<file path="config.mk">
export PLATFORM = sky130hd
export DESIGN_NAME = mmc_cell
export DESIGN_NICKNAME = d
export VERILOG_FILES = /design/src/rtl/mmc_pkg.sv /design/src/rtl/mmc_cell.sv
export SDC_FILE = /design/constraint.sdc
export NUM_CORES = 1
export LEC_CHECK = 0
export ABC_AREA = 1
export BUFFER_PORTS_ARGS = -buffer_cell sky130_fd_sc_hd__buf_4
export CAP_MARGIN = 20
export CORE_MARGIN = 4
export CORE_UTILIZATION = 35
export DETAILED_ROUTE_END_ITERATION = 12
export GPL_TIMING_DRIVEN = 1
export HOLD_SLACK_MARGIN = 0.15
export PLACE_DENSITY = 0.55
export SLEW_MARGIN = 25
export SYNTH_ARGS = -nofsm -noshare
export SYNTH_HDL_FRONTEND = slang
export SYNTH_SLANG_ARGS = --single-unit
</file>
<file path="constraint.sdc">
create_clock -name aclk -period 5.8 [get_ports aclk]
set_input_delay 1.16 -clock aclk [delete_from_list [all_inputs] [get_ports aclk]]
set_output_delay 1.16 -clock aclk [all_outputs]
set_load 0.01 [all_outputs]
</file>
<file path="src/rtl/mmc_pkg.sv">
// ----------------------------------------------------------------------------
// mmc_pkg: shared types and constants of the matrix multiply core
// Sizes of the element stores and of the accumulator chain, item kind codes,
// register indexes and the product token that walks along the cell chain.
// ----------------------------------------------------------------------------
package mmc_pkg;

    // Largest matrix dimension the stores can hold.
    localparam int MAX_DIM   = 16;
    // Largest dimension a register can select (the index fields are 4 bits).
    localparam int DIM_LIMIT = (MAX_DIM < 16) ? MAX_DIM : 16;

    // Store index width per dimension and the resulting address width.
    localparam int IDX_W  = (MAX_DIM > 1) ? $clog2(MAX_DIM) : 1;
    localparam int ADDR_W = 2 * IDX_W;
    localparam int DEPTH  = 2 ** ADDR_W;

    // One accumulator cell per product column.
    localparam int NCELL  = DIM_LIMIT;
    localparam int COL_W  = (DIM_LIMIT > 1) ? $clog2(DIM_LIMIT) : 1;

    // Field widths fixed by the beat format.
    localparam int CFG_W   = 5;
    localparam int CIDX_W  = 2;
    localparam int KIND_W  = 2;
    localparam int POS_W   = 4;
    localparam int ELEM_W  = 16;
    localparam int PROD_W  = 2 * ELEM_W;
    localparam int ACC_W   = 36;
    localparam int S_DATA_W = 24;
    localparam int M_DATA_W = 48;

    // Item kinds.
    localparam logic [KIND_W-1:0] KIND_WRITE_A = 2'd0;
    localparam logic [KIND_W-1:0] KIND_WRITE_B = 2'd1;
    localparam logic [KIND_W-1:0] KIND_COMPUTE = 2'd2;

    // Register indexes.
    localparam logic [CIDX_W-1:0] REG_A_ROWS     = 2'd0;
    localparam logic [CIDX_W-1:0] REG_INNER_SIZE = 2'd1;
    localparam logic [CIDX_W-1:0] REG_B_COLS     = 2'd2;

    localparam logic [CFG_W-1:0] DIM_RESET = 5'd16;

    // One product term on its way to the cell of its column.
    typedef struct packed {
        logic                     valid;
        logic                     fin;
        logic [COL_W-1:0]         col;
        logic signed [PROD_W-1:0] product;
    } mmc_token_t;

    // Zero acts as one, anything above the limit acts as the limit.
    function automatic logic [CFG_W-1:0] clamp_dim(input logic [CFG_W-1:0] v);
        logic [CFG_W-1:0] r;
        r = v;
        if (v == '0) begin
            r = CFG_W'(1);
        end else if (int'(v) > DIM_LIMIT) begin
            r = CFG_W'(DIM_LIMIT);
        end
        return r;
    endfunction

endpackage

</file>
<file path="src/rtl/mmc_cell.sv">
// ----------------------------------------------------------------------------
// mmc_cell: one accumulator cell of the product chain
// Passes the incoming token on to its neighbor every cycle, adds its product
// to the sum when the token is for its column, and zeroes the sum on clear.
// ----------------------------------------------------------------------------
module mmc_cell (
    input  logic                            aclk,
    input  logic                            aresetn,
    input  logic                            clear,
    input  logic [mmc_pkg::COL_W-1:0]       idx,
    input  mmc_pkg::mmc_token_t             tok_in,
    output mmc_pkg::mmc_token_t             tok_out,
    output logic signed [mmc_pkg::ACC_W-1:0] acc
);

    mmc_pkg::mmc_token_t              tok_reg;
    logic signed [mmc_pkg::ACC_W-1:0] acc_reg;

    always_ff @(posedge aclk) begin
        if (!aresetn) begin
            tok_reg.valid <= 1'b0;
        end else begin
            tok_reg.valid <= tok_in.valid;
        end
        tok_reg.fin     <= tok_in.fin;
        tok_reg.col     <= tok_in.col;
        tok_reg.product <= tok_in.product;
    end

    always_ff @(posedge aclk) begin
        if (clear) begin
            acc_reg <= '0;
        end else if (tok_in.valid && (tok_in.col == idx)) begin
            acc_reg <= acc_reg + mmc_pkg::ACC_W'(tok_in.product);
        end
    end

    assign tok_out = tok_reg;
    assign acc     = acc_reg;

endmodule

</file>
; Word level (Yosys, flattened, before mapping)
; Cells that the tools add are included.
[word_totals]
register_bits = 74
input_bits = 45
out_inout_bits = 74
[classes]
add_sub_neg = 1
n_eq_ne = 1
reduce_logical = 1
[op_table]
columns = cell, n
row1 = $add A36 B32 Y36, 1
row2 = $eq A4 B4 Y1, 1
row3 = $logic_and A1 B1 Y1, 1

; Depth between registers and ports, before layout
; Gate-level depths: netlist (run 1).
[logic_depth]
depth_word = 2
mapped_depth = 15
ltp_nobuf = 15

; Least setup slack after synthesis (run 1)
; OpenSTA, ideal clock, no wires.
[synth_timing]
path_type = input port to flip-flop
startpoint = input tok_in[0] (netlist name)
endpoint = register acc_reg, in the netlist acc[32]
setup_ps = 109
arrival_time_ps = 2585
required_ps = 5691
slack_ps = 3107
cell_stages = 14
path_buffers = 0
path_cell_list = ha_1 fa_1 nand3_1 nand3_2 nand2_1 nand2_2 nand2_1 nand2_1 nand2_1 nand2_1 nand2_1 nand3_1 nand2_1 inv_1
[synth_via]
elab_chain_cells = 1
[synth_lines]
columns = element, line_no
row1 = start: declaration, mmc_cell.sv:11  ; input mmc_pkg::mmc_token_t tok_in,
row2 = $add A36 B32 Y36, mmc_cell.sv:34  ; acc_reg <= acc_reg + mmc_pkg::ACC_W'(tok_in.product);
row3 = end signal: assignment, mmc_cell.sv:34
row4 = end: declaration, mmc_cell.sv:17  ; logic signed [mmc_pkg::ACC_W-1:0] acc_reg;
; Every way passes these cells.
; A chain may end at the register's enable or synchronous reset.

; Worst setup path in the final report (run 1)
[layout_timing]
startpoint = input idx[0] (netlist name)
endpoint = register acc_reg, in the netlist acc[20]
[layout_via]
elab_chain_cells = 2
[layout_lines]
columns = element, line_no
row1 = start: declaration, mmc_cell.sv:10  ; input logic [mmc_pkg::COL_W-1:0] idx,
row2 = $eq A4 B4 Y1, mmc_cell.sv:33  ; end else if (tok_in.valid && (tok_in.col == idx)) begin
row3 = $logic_and A1 B1 Y1, mmc_cell.sv:33
; Every way passes these cells.

==> impl_summary.txt, run 1 <==
----------------------------------------------------
[Drt]
  Vias per cell ... around 4.6
  Remaining routing DRC violations ... 0
  First drt pass iteration count ... 4
  Post-DR wirelength/cell ... 13.64 µm
  Count of vias placed by the detailed router ... 4,619
  Detailed Route WL ... 13,630 µm
  Starting DRT DRC Count ... 265
  Number of nets with antenna violations after detailed routing ... 0

[CTS]
  Number of hold-repair buffers added at the cts stage ... 0
  Root buffer cell ... sky130_fd_sc_hd__clkbuf_16
  Htree depth ... 3
  Worst-skew pair later-pin latency ... around 0.34 ns
  Clock tree from TritonCTS ... built
  Maximum buffer depth of the clock tree ... 2
  Post-CTS Repair Setup Buffers ... 0
  Number of clock buffers inserted by TritonCTS ... 9
  Clock Pin Slew Worst Setup and Hold Paths ... 0.06 ns
  Number of cells upsized or downsized after cts ... 0
  Number of sinks handled by clock tree synthesis ... between 70 and 80

[Final layout]
  Fraction of layout cells with a size suffix above 1 ... 0.2007
  Number of flip-flops under the largest register name ... 38
  Post-route insts no fill ... 999
  Count of inserted antenna diode cells ... 0
  Area used by sequential logic in the layout ... 1481 µm²
  Signed area change from the synthesized netlist to the final layout ... 29.48%
  Net count reported at finish ... between 900 and 1,000
  Final core utilization ... 0.4704
  Highest-count cells in the layout ignoring fill and taps ... sky130_fd_sc_hd__nand2_1, sky130_fd_sc_hd__buf_4, sky130_fd_sc_hd__inv_1, sky130_fd_sc_hd__dfxtp_1, sky130_fd_sc_hd__nor2_1
  Most frequent standard cell in the layout excluding fill and tap cells ... sky130_fd_sc_hd__nand2_1
  Fillcell total ... about 1,400
  Area occupied by multi-input gates ... 2681 µm²

[Floorplan]
  Initial Utilization ... 0.3633
  Placeable core region ... 12,820 µm²
  Die span in x ... 123.4 µm
  DIE AREA ... 15,220 µm²
  Die extent in y ... 123.4 µm
  Number of top-level design ports ... 119
  Number of cell rows ... 41

[Yosys]
  Total nets after synthesis ... 784
  Leading cell types by total area after synthesis ... sky130_fd_sc_hd__dfxtp_1, sky130_fd_sc_hd__nand2_1, sky130_fd_sc_hd__inv_1, sky130_fd_sc_hd__ha_1, sky130_fd_sc_hd__a21oi_1
  Yosys warns ... 0
  Sequential share of the synthesized area ... 0.3179
  Post-Syn Instances ... 703
  Cell type with the highest aggregate area in the netlist ... sky130_fd_sc_hd__dfxtp_1
  Post-synth design cell area ... 4659 µm²
  Yosys top cell area share ... 0.3179
  Synth unique cells ... 31
  #FFs+latches synth ... 74
  Mean Syn Cell Area ... 6.628 µm²

[Timing]
  Count of final hold-check violations ... 0
  Min Tclk post-route ... 2.769 ns
  Highest clock frequency the design can meet ... between 0.3 and 0.4 GHz
  Unrepaired setup endpoints after global routing ... false
  Fin Clk Skew ... ~0.008 ns
  Normalized max-slew margin ... 0.5299
  Slew Limit Fails ... 0
  Least-Margin Pin Slew ... between 0.7 and 0.8 ns
  Finish-stage setup viols ... 0
  Total negative slack ... 0 ns
  Final worst path period share ... 0.4774

[Setup path]
  Depth of the most critical reg-to-reg path ... 14
  Endpoint class of the critical path ... flop
  Crit path kind ... in -> reg
  Critical path startpoint category ... primary input
  Data arrival at the endpoint of the critical path ... 3.01 ns
  Critical-path maximum fanout ... 36
  Critical Path RT ... 6.04 ns

[Global routing]
  Total congestion overflow ... 0
  Number of antenna violations at the first check in global routing ... 0
  Global-route wire length before repair ... 21,890 µm
  Tot GR Track Use ... 0.1857
  Via count of the first global-routing pass ... ~4,500
  Largest net degree at the start of global routing ... 37

[Place]
  Placer Congestion ... 0.9665
  Number of buffers added on ports ... 118
  Total half-perimeter wirelength after legalization and detailed placement ... between 10,000 and 15,000 µm
  Cell count after placement ... 985

[Pwr]
  Cell area power density ... ~230 nW/µm²
  Static Leakage ... 3.379 nW
  Worst IR Drop VDD ... 0.1485 mV

[Hold path]
  Number of instances on the worst hold path ... 2
  Worst hold-check path type ... reg -> reg

[Run status]
  Status ... completed

[Job]
  Max Cap Violations ... 0

----------------------------------------------------
[cells by family after synthesis]
group,share of synthesized area
AOI/OAI and AO/OA,0.1396
xor gates and xnor gates,0.03196
adders and majority gates,0.09828
buffers and inverters,0.1066
DFF,0.3179
and+or+nand+nor,0.3056
[cell type report]
| type | instances | share of cell area |
|---|---|---|
| Clock inverter | 5 | 0.01348 |
| Tap cell | 172 | 0.03567 |
| Inverter | 121 | 0.07549 |
| Timing Repair Buffer | 119 | 0.1481 |
| Multi-Input combinational cell | 499 | 0.4444 |
| Clock buffer | 9 | 0.03733 |
| Sequential cell | 74 | 0.2455 |
[critical path, stage by stage]
cell	delay (ns)
sky130_fd_sc_hd__buf_4	0.11
sky130_fd_sc_hd__inv_1	0.07
sky130_fd_sc_hd__o22ai_1	0.08
sky130_fd_sc_hd__a21oi_1	0.11
sky130_fd_sc_hd__nand2_1	0.09
sky130_fd_sc_hd__nor2_4	0.54
sky130_fd_sc_hd__buf_4	0.50
sky130_fd_sc_hd__nand3_1	0.19
sky130_fd_sc_hd__nand2_1	0.09
sky130_fd_sc_hd__inv_1	0.04
[through the flow]
stage / hold slack (ns) / setup slack (ns) / instance area, µm² / total power (W)
floorplan: 0.5572 / 3.107 / 4659 / 0.0007089
global placement: 0.5491 / 2.713 / 5725 / 0.0008136
detailed placement: 0.5534 / 2.704 / 5727 / 0.0008139
CTS: 0.5708 / 3.063 / 6033 / 0.001407
global route: 0.6049 / 2.867 / 6033 / 0.001466
finish: 0.5638 / 3.031 / 6033 / 0.001386
[power by group]
part	switching [W]	total, W	leakage (nW)	internal, W
clock network	0.000213	0.000584	0.147	0.000371
logic	0.000149	0.000257	2.62	0.000108
registers	0.0000116	0.000544	0.612	0.000533
[cell usage after synthesis (all sizes together)]
library cell,number
nand2,206
inv,120
dfxtp,74
nor2,64
nand3,48
a21oi,45
o21ai,36
ha,35
o21a,17
o21bai,11
nor3,10
xor2,9
xnor2,8
buf,5
clkbuf,4
nand4,3
o211ai,2
a21o,1
a31oi,1
clkinv,1
fa,1
o22ai,1
or2,1
[layer usage]
layer  routed length (µm)  share of wire  global-route usage  up-vias
met5                    0              0                   0        -
met4                  220          0.016             0.07266        0
met3                  781          0.057             0.03477       13
met2                 5783           0.42              0.2807      112
met1                 6845           0.50              0.2609     2029
li1                     -              -                   -     2465
[worst paths after layout]
check | startpoint | to | slack, ns
worst min register to register | acc[0] | acc[0] | 0.56
worst max-delay path | idx[0] | acc[20] | 3.03
worst max register to register | acc[0] | acc[24] | 3.71
worst min-delay path | acc[0] | acc[0] | 0.56
Power figures use the tool's default switching activity.
==> run 2: changes to the inputs <==
--- a/config.mk
+++ b/config.mk
@@ -5,7 +5,7 @@
 export SDC_FILE = /design/constraint.sdc
 export NUM_CORES = 1
 export LEC_CHECK = 0
-export ABC_AREA = 1
+export ABC_AREA = 0
 export BUFFER_PORTS_ARGS = -buffer_cell sky130_fd_sc_hd__buf_4
 export CAP_MARGIN = 20
 export CORE_MARGIN = 4
@@ -13,7 +13,7 @@
 export DETAILED_ROUTE_END_ITERATION = 12
 export GPL_TIMING_DRIVEN = 1
 export HOLD_SLACK_MARGIN = 0.15
-export PLACE_DENSITY = 0.55
+export PLACE_DENSITY = 0.58
 export SLEW_MARGIN = 25
 export SYNTH_ARGS = -nofsm -noshare
 export SYNTH_HDL_FRONTEND = slang
==> constraint.sdc (replaced) <==
create_clock -name aclk -period 2.37 [get_ports aclk]
set_input_delay 0.474 -clock aclk [delete_from_list [all_inputs] [get_ports aclk]]
set_output_delay 0.474 -clock aclk [all_outputs]
set_load 0.01 [all_outputs]
==> run 2 against run 1 <==
The flow now finishes with violations (setup timing). Worst hold slack got worse by 0.32 ns. Final area increased by 9.4%. Count of clock-buffer cells in the layout increased by 5. Total power increased by 130%. Clock skew decreased by 0.0015 ns. Register-to-register slack got worse by 3.9 ns. Final cell count decreased by 17%. Synthesized area decreased by 14%. Sequential power increased by 140%. Sequential share of layout area decreased by 2.0 points. Largest power group is now registers.
==> impl_summary.txt, run 2 <==
----------------------------------------------------
[Floorplan]
  Die span in x ... 114.8 µm (-7.0%)
  DIE AREA ... 13,170 µm² (-13%)
  Placeable core region ... 10,980 µm² (-14%)
  Die extent in y ... 114.8 µm (-7.0%)
  Number of top-level design ports ... 119 (unchanged)
  Number of cell rows ... 38 (-7.3%)
  Initial Utilization ... 0.3632 (about the same)

[Job]
  Max Cap Violations ... 0 (unchanged)

[Final layout]
  Most frequent standard cell in the layout excluding fill and tap cells ... sky130_fd_sc_hd__buf_4
  Post-route insts no fill ... 827 (-17%)
  Fillcell total ... 985 (-28%)
  Count of inserted antenna diode cells ... 0 (unchanged)
  Fraction of layout cells with a size suffix above 1 ... 0.4818 (+0.2811)
  Highest-count cells in the layout ignoring fill and taps ... sky130_fd_sc_hd__buf_4, sky130_fd_sc_hd__nand2_1, sky130_fd_sc_hd__dfxtp_1, sky130_fd_sc_hd__a21oi_1, sky130_fd_sc_hd__a21o_1
  Net count reported at finish ... 763 (-16%)
  Signed area change from the synthesized netlist to the final layout ... 65.50%
  Number of flip-flops under the largest register name ... 38 (unchanged)

[Drt]
  Count of vias placed by the detailed router ... 4,147 (-10%)
  First drt pass iteration count ... 4 (unchanged)
  Post-DR wirelength/cell ... 14.74 µm (+8.0%)
  Vias per cell ... 5.015 (+8.5%)
  Starting DRT DRC Count ... 97 (-63%)
  Detailed Route WL ... 12,190 µm (-11%)
  Remaining routing DRC violations ... 0 (unchanged)
  Number of nets with antenna violations after detailed routing ... 0 (unchanged)

[Global routing]
  Number of antenna violations at the first check in global routing ... 0 (unchanged)
  Global routing met2 resource utilization ... 0.3031 (+0.02240)
  Global-route wire length before repair ... 19,440 µm (-11%)
  Met3 demand-to-capacity share in global routing ... 0.05263 (+0.01786)
  Via count of the first global-routing pass ... 4,203 (-5.7%)
  Met1 GRT Util ... 0.2335 (-0.02739)
  Total congestion overflow ... 0 (unchanged)
  Tot GR Track Use ... 0.1827 (-0.002983)
  Largest net degree at the start of global routing ... 46 (+24%)
  Layer with the highest usage ... met2

[Yosys]
  Mean Syn Cell Area ... 8.944 µm² (+35%)
  Top-count cell post-synth ... sky130_fd_sc_hd__dfxtp_1
  Yosys warns ... 0 (unchanged)
  Sequential share of the synthesized area ... 0.3714 (+0.05346)
  Share of synthesized registers carrying an async set or reset ... 0 (unchanged)
  Total nets after synthesis ... 527 (-33%)
  Cell type with the highest aggregate area in the netlist ... sky130_fd_sc_hd__dfxtp_1
  Most frequent cells after synthesis ... sky130_fd_sc_hd__dfxtp_1, sky130_fd_sc_hd__nand2_1, sky130_fd_sc_hd__a21oi_1, sky130_fd_sc_hd__ha_1, sky130_fd_sc_hd__a21o_1
  Number of synthesized flops with an enable pin ... 0 (unchanged)
  Post-Syn Instances ... 446 (-37%)
  Synth unique cells ... 60 (+94%)
  #FFs+latches synth ... 74 (unchanged)
  Top_reg_cell synth ... sky130_fd_sc_hd__dfxtp_1
  Leading cell types by total area after synthesis ... sky130_fd_sc_hd__dfxtp_1, sky130_fd_sc_hd__ha_1, sky130_fd_sc_hd__a21oi_1, sky130_fd_sc_hd__nand2_1, sky130_fd_sc_hd__a21o_1
  Post-synth design cell area ... 3989 µm² (-14%)
  Yosys top cell area share ... 0.3714 (+0.05346)

[Setup path]
  Data arrival at the endpoint of the critical path ... 2.78 ns (-0.23 ns)
  Critical Path RT ... 2.59 ns (-3.45 ns)
  Crit path kind ... reg -> reg
  Critical-path maximum fanout ... 2 (-94%)
  Critical path startpoint category ... flop
  Endpoint class of the critical path ... flop

[Timing]
  Finish-stage setup viols ... 12 (+12)
  Slew Limit Fails ... 0 (unchanged)
  Final worst path period share ... 1.080
  Final worst slack ... -0.1888 ns (-3.220 ns)
  Highest clock frequency the design can meet ... a little under 0.4 GHz
  Normalized max-slew margin ... 0.6614 (+0.1316)
  Total negative slack ... -1.524 ns (-1.524 ns)
  Unrepaired setup endpoints after global routing ... true
  Count of final hold-check violations ... 0 (unchanged)
  Fin Clk Skew ... 0.006577 ns (-0.001526 ns)
  Least-Margin Pin Slew ... 0.5078 ns (-0.1957 ns)
  Min Tclk post-route ... 2.559 ns

[Pwr]
  Static Leakage ... 3.208 nW (-5.1%)
  Worst IR Drop VDD ... 0.4033 mV (+170%)
  Cell area power density ... 492.2 nW/µm² (+110%)

[CTS]
  Worst-skew pair later-pin latency ... 0.34 ns (about the same)
  Clock tree from TritonCTS ... built
  Htree depth ... 3 (unchanged)
  Number of sinks handled by clock tree synthesis ... 74 (unchanged)
  Clock Pin Slew Worst Setup and Hold Paths ... 0.06 ns (about the same)
  Root buffer cell ... sky130_fd_sc_hd__clkbuf_16
  Maximum buffer depth of the clock tree ... 2 (unchanged)
  Number of clock buffers inserted by TritonCTS ... 9 (unchanged)

[Place]
  Number of buffers added on ports ... 118 (unchanged)
  Placer Congestion ... 0.8267 (-14%)
  Total half-perimeter wirelength after legalization and detailed placement ... 9029 µm (-18%)
  Cell count after placement ... 794 (-19%)
  Placement-stage worst setup slack ... -0.5772 ns (-3.281 ns)

[Run status]
  Status ... finished, violations left
  Violated checks ... setup timing

[Hold path]
  Worst hold-check path type ... in -> reg

----------------------------------------------------
-- run 2: cell count changes after synthesis, sizes merged, moves of 6 or more --
cell / previous run / this run
nand2: 206 / 72
inv: 120 / 3
nor2: 64 / 16
nand3: 48 / 7
a21o: 1 / 25
a21oi: 45 / 61
o21ai: 36 / 20
o21a: 17 / 4
a211oi: 0 / 8
xnor2: 8 / 16
o21bai: 11 / 4
xor2: 9 / 15
-- run 2: timing repair --
| item | 4_1_cts | 5_1_grt |
|---|---|---|
| pin swaps | 32 | 29 |
| gates resized for setup | 30 | 33 |
| buffers inserted | 13 | 5 |
| hold buffers | 0 | 0 |
| endpoints found under the setup margin | 16 | 19 |
-- run 2: cell type report --
class,instances,area [µm²],share of cell area
Timing Repair Buffer,245,1851,0.2803
Sequential cell,74,1490,0.2257
Clock buffer,14,274.0,0.04151
Inverter,3,11.26,0.001706
Clock inverter,2,10.01,0.001516
Tap cell,140,175.2,0.02654
Multi-Input combinational cell,349,2790,0.4227
-- run 2: stage by stage --
stage | utilization | cell area (µm²) | hold WS, ns | total power (W)
floorplan | - | 4108 | 0.4915 | 0.001620
detailed placement | 0.5350 | 5876 | 0.4701 | 0.001919
global placement | 0.5350 | 5876 | 0.4635 | 0.001910
global route | 0.6010 | 6601 | 0.2294 | 0.003404
CTS | 0.5833 | 6406 | 0.2300 | 0.003263
finish | 0.6010 | 6601 | 0.2415 | 0.003249
-- run 2: where the power goes --
group	switching, W	internal, W
Clock	0.000504	0.000792
Combinational	0.000303	0.000338
Sequential	0.0000199	0.00129
-- run 2: cells by family (layout without fill, tap and decap cells) --
| logic type | after synthesis | after routing | share of synthesized area |
|---|---|---|---|
| DFF | 74 | 74 | 0.3714 |
| xor gates and xnor gates | 31 | 31 | 0.06807 |
| AOI/OAI and AO/OA | 144 | 144 | 0.2412 |
| buffers and inverters | 23 | 264 | 0.03262 |
| adders and majority gates | 36 | 36 | 0.1148 |
| muxes | 2 | 2 | 0.005332 |
| and+or+nand+nor | 136 | 136 | 0.1666 |
-- run 2: final timing paths --
path | start | to | slack [ns] | cells after the start
worst min register to register | acc[15] | acc[15] | 0.47 | 2
worst min-delay path | tok_in[36] | tok_out[36] | 0.24 | 1
worst max-delay path | acc[0] | acc[32] | -0.19 | 11
worst max register to register | acc[0] | acc[32] | -0.19 | 11
-- run 2: routing by layer --
layer	share of wire	vias up
met1	0.45	1945
met4	0.014	0
met2	0.47	102
met5	0	-
met3	0.061	13
li1	-	2087
-- run 2: worst max-delay path, stage by stage, from the launching register on --
cell and delay [ns]:
sky130_fd_sc_hd__dfxtp_2 0.33, sky130_fd_sc_hd__ha_4 0.16, sky130_fd_sc_hd__fa_2 0.33, sky130_fd_sc_hd__a21o_1 0.18, sky130_fd_sc_hd__a31o_4 0.23, sky130_fd_sc_hd__and3_4 0.15
sky130_fd_sc_hd__nand2b_4 0.15, sky130_fd_sc_hd__a311oi_4 0.29, sky130_fd_sc_hd__o21ai_2 0.13, sky130_fd_sc_hd__a221oi_2 0.28, sky130_fd_sc_hd__or4_1 0.15, sky130_fd_sc_hd__nand3_1 0.07
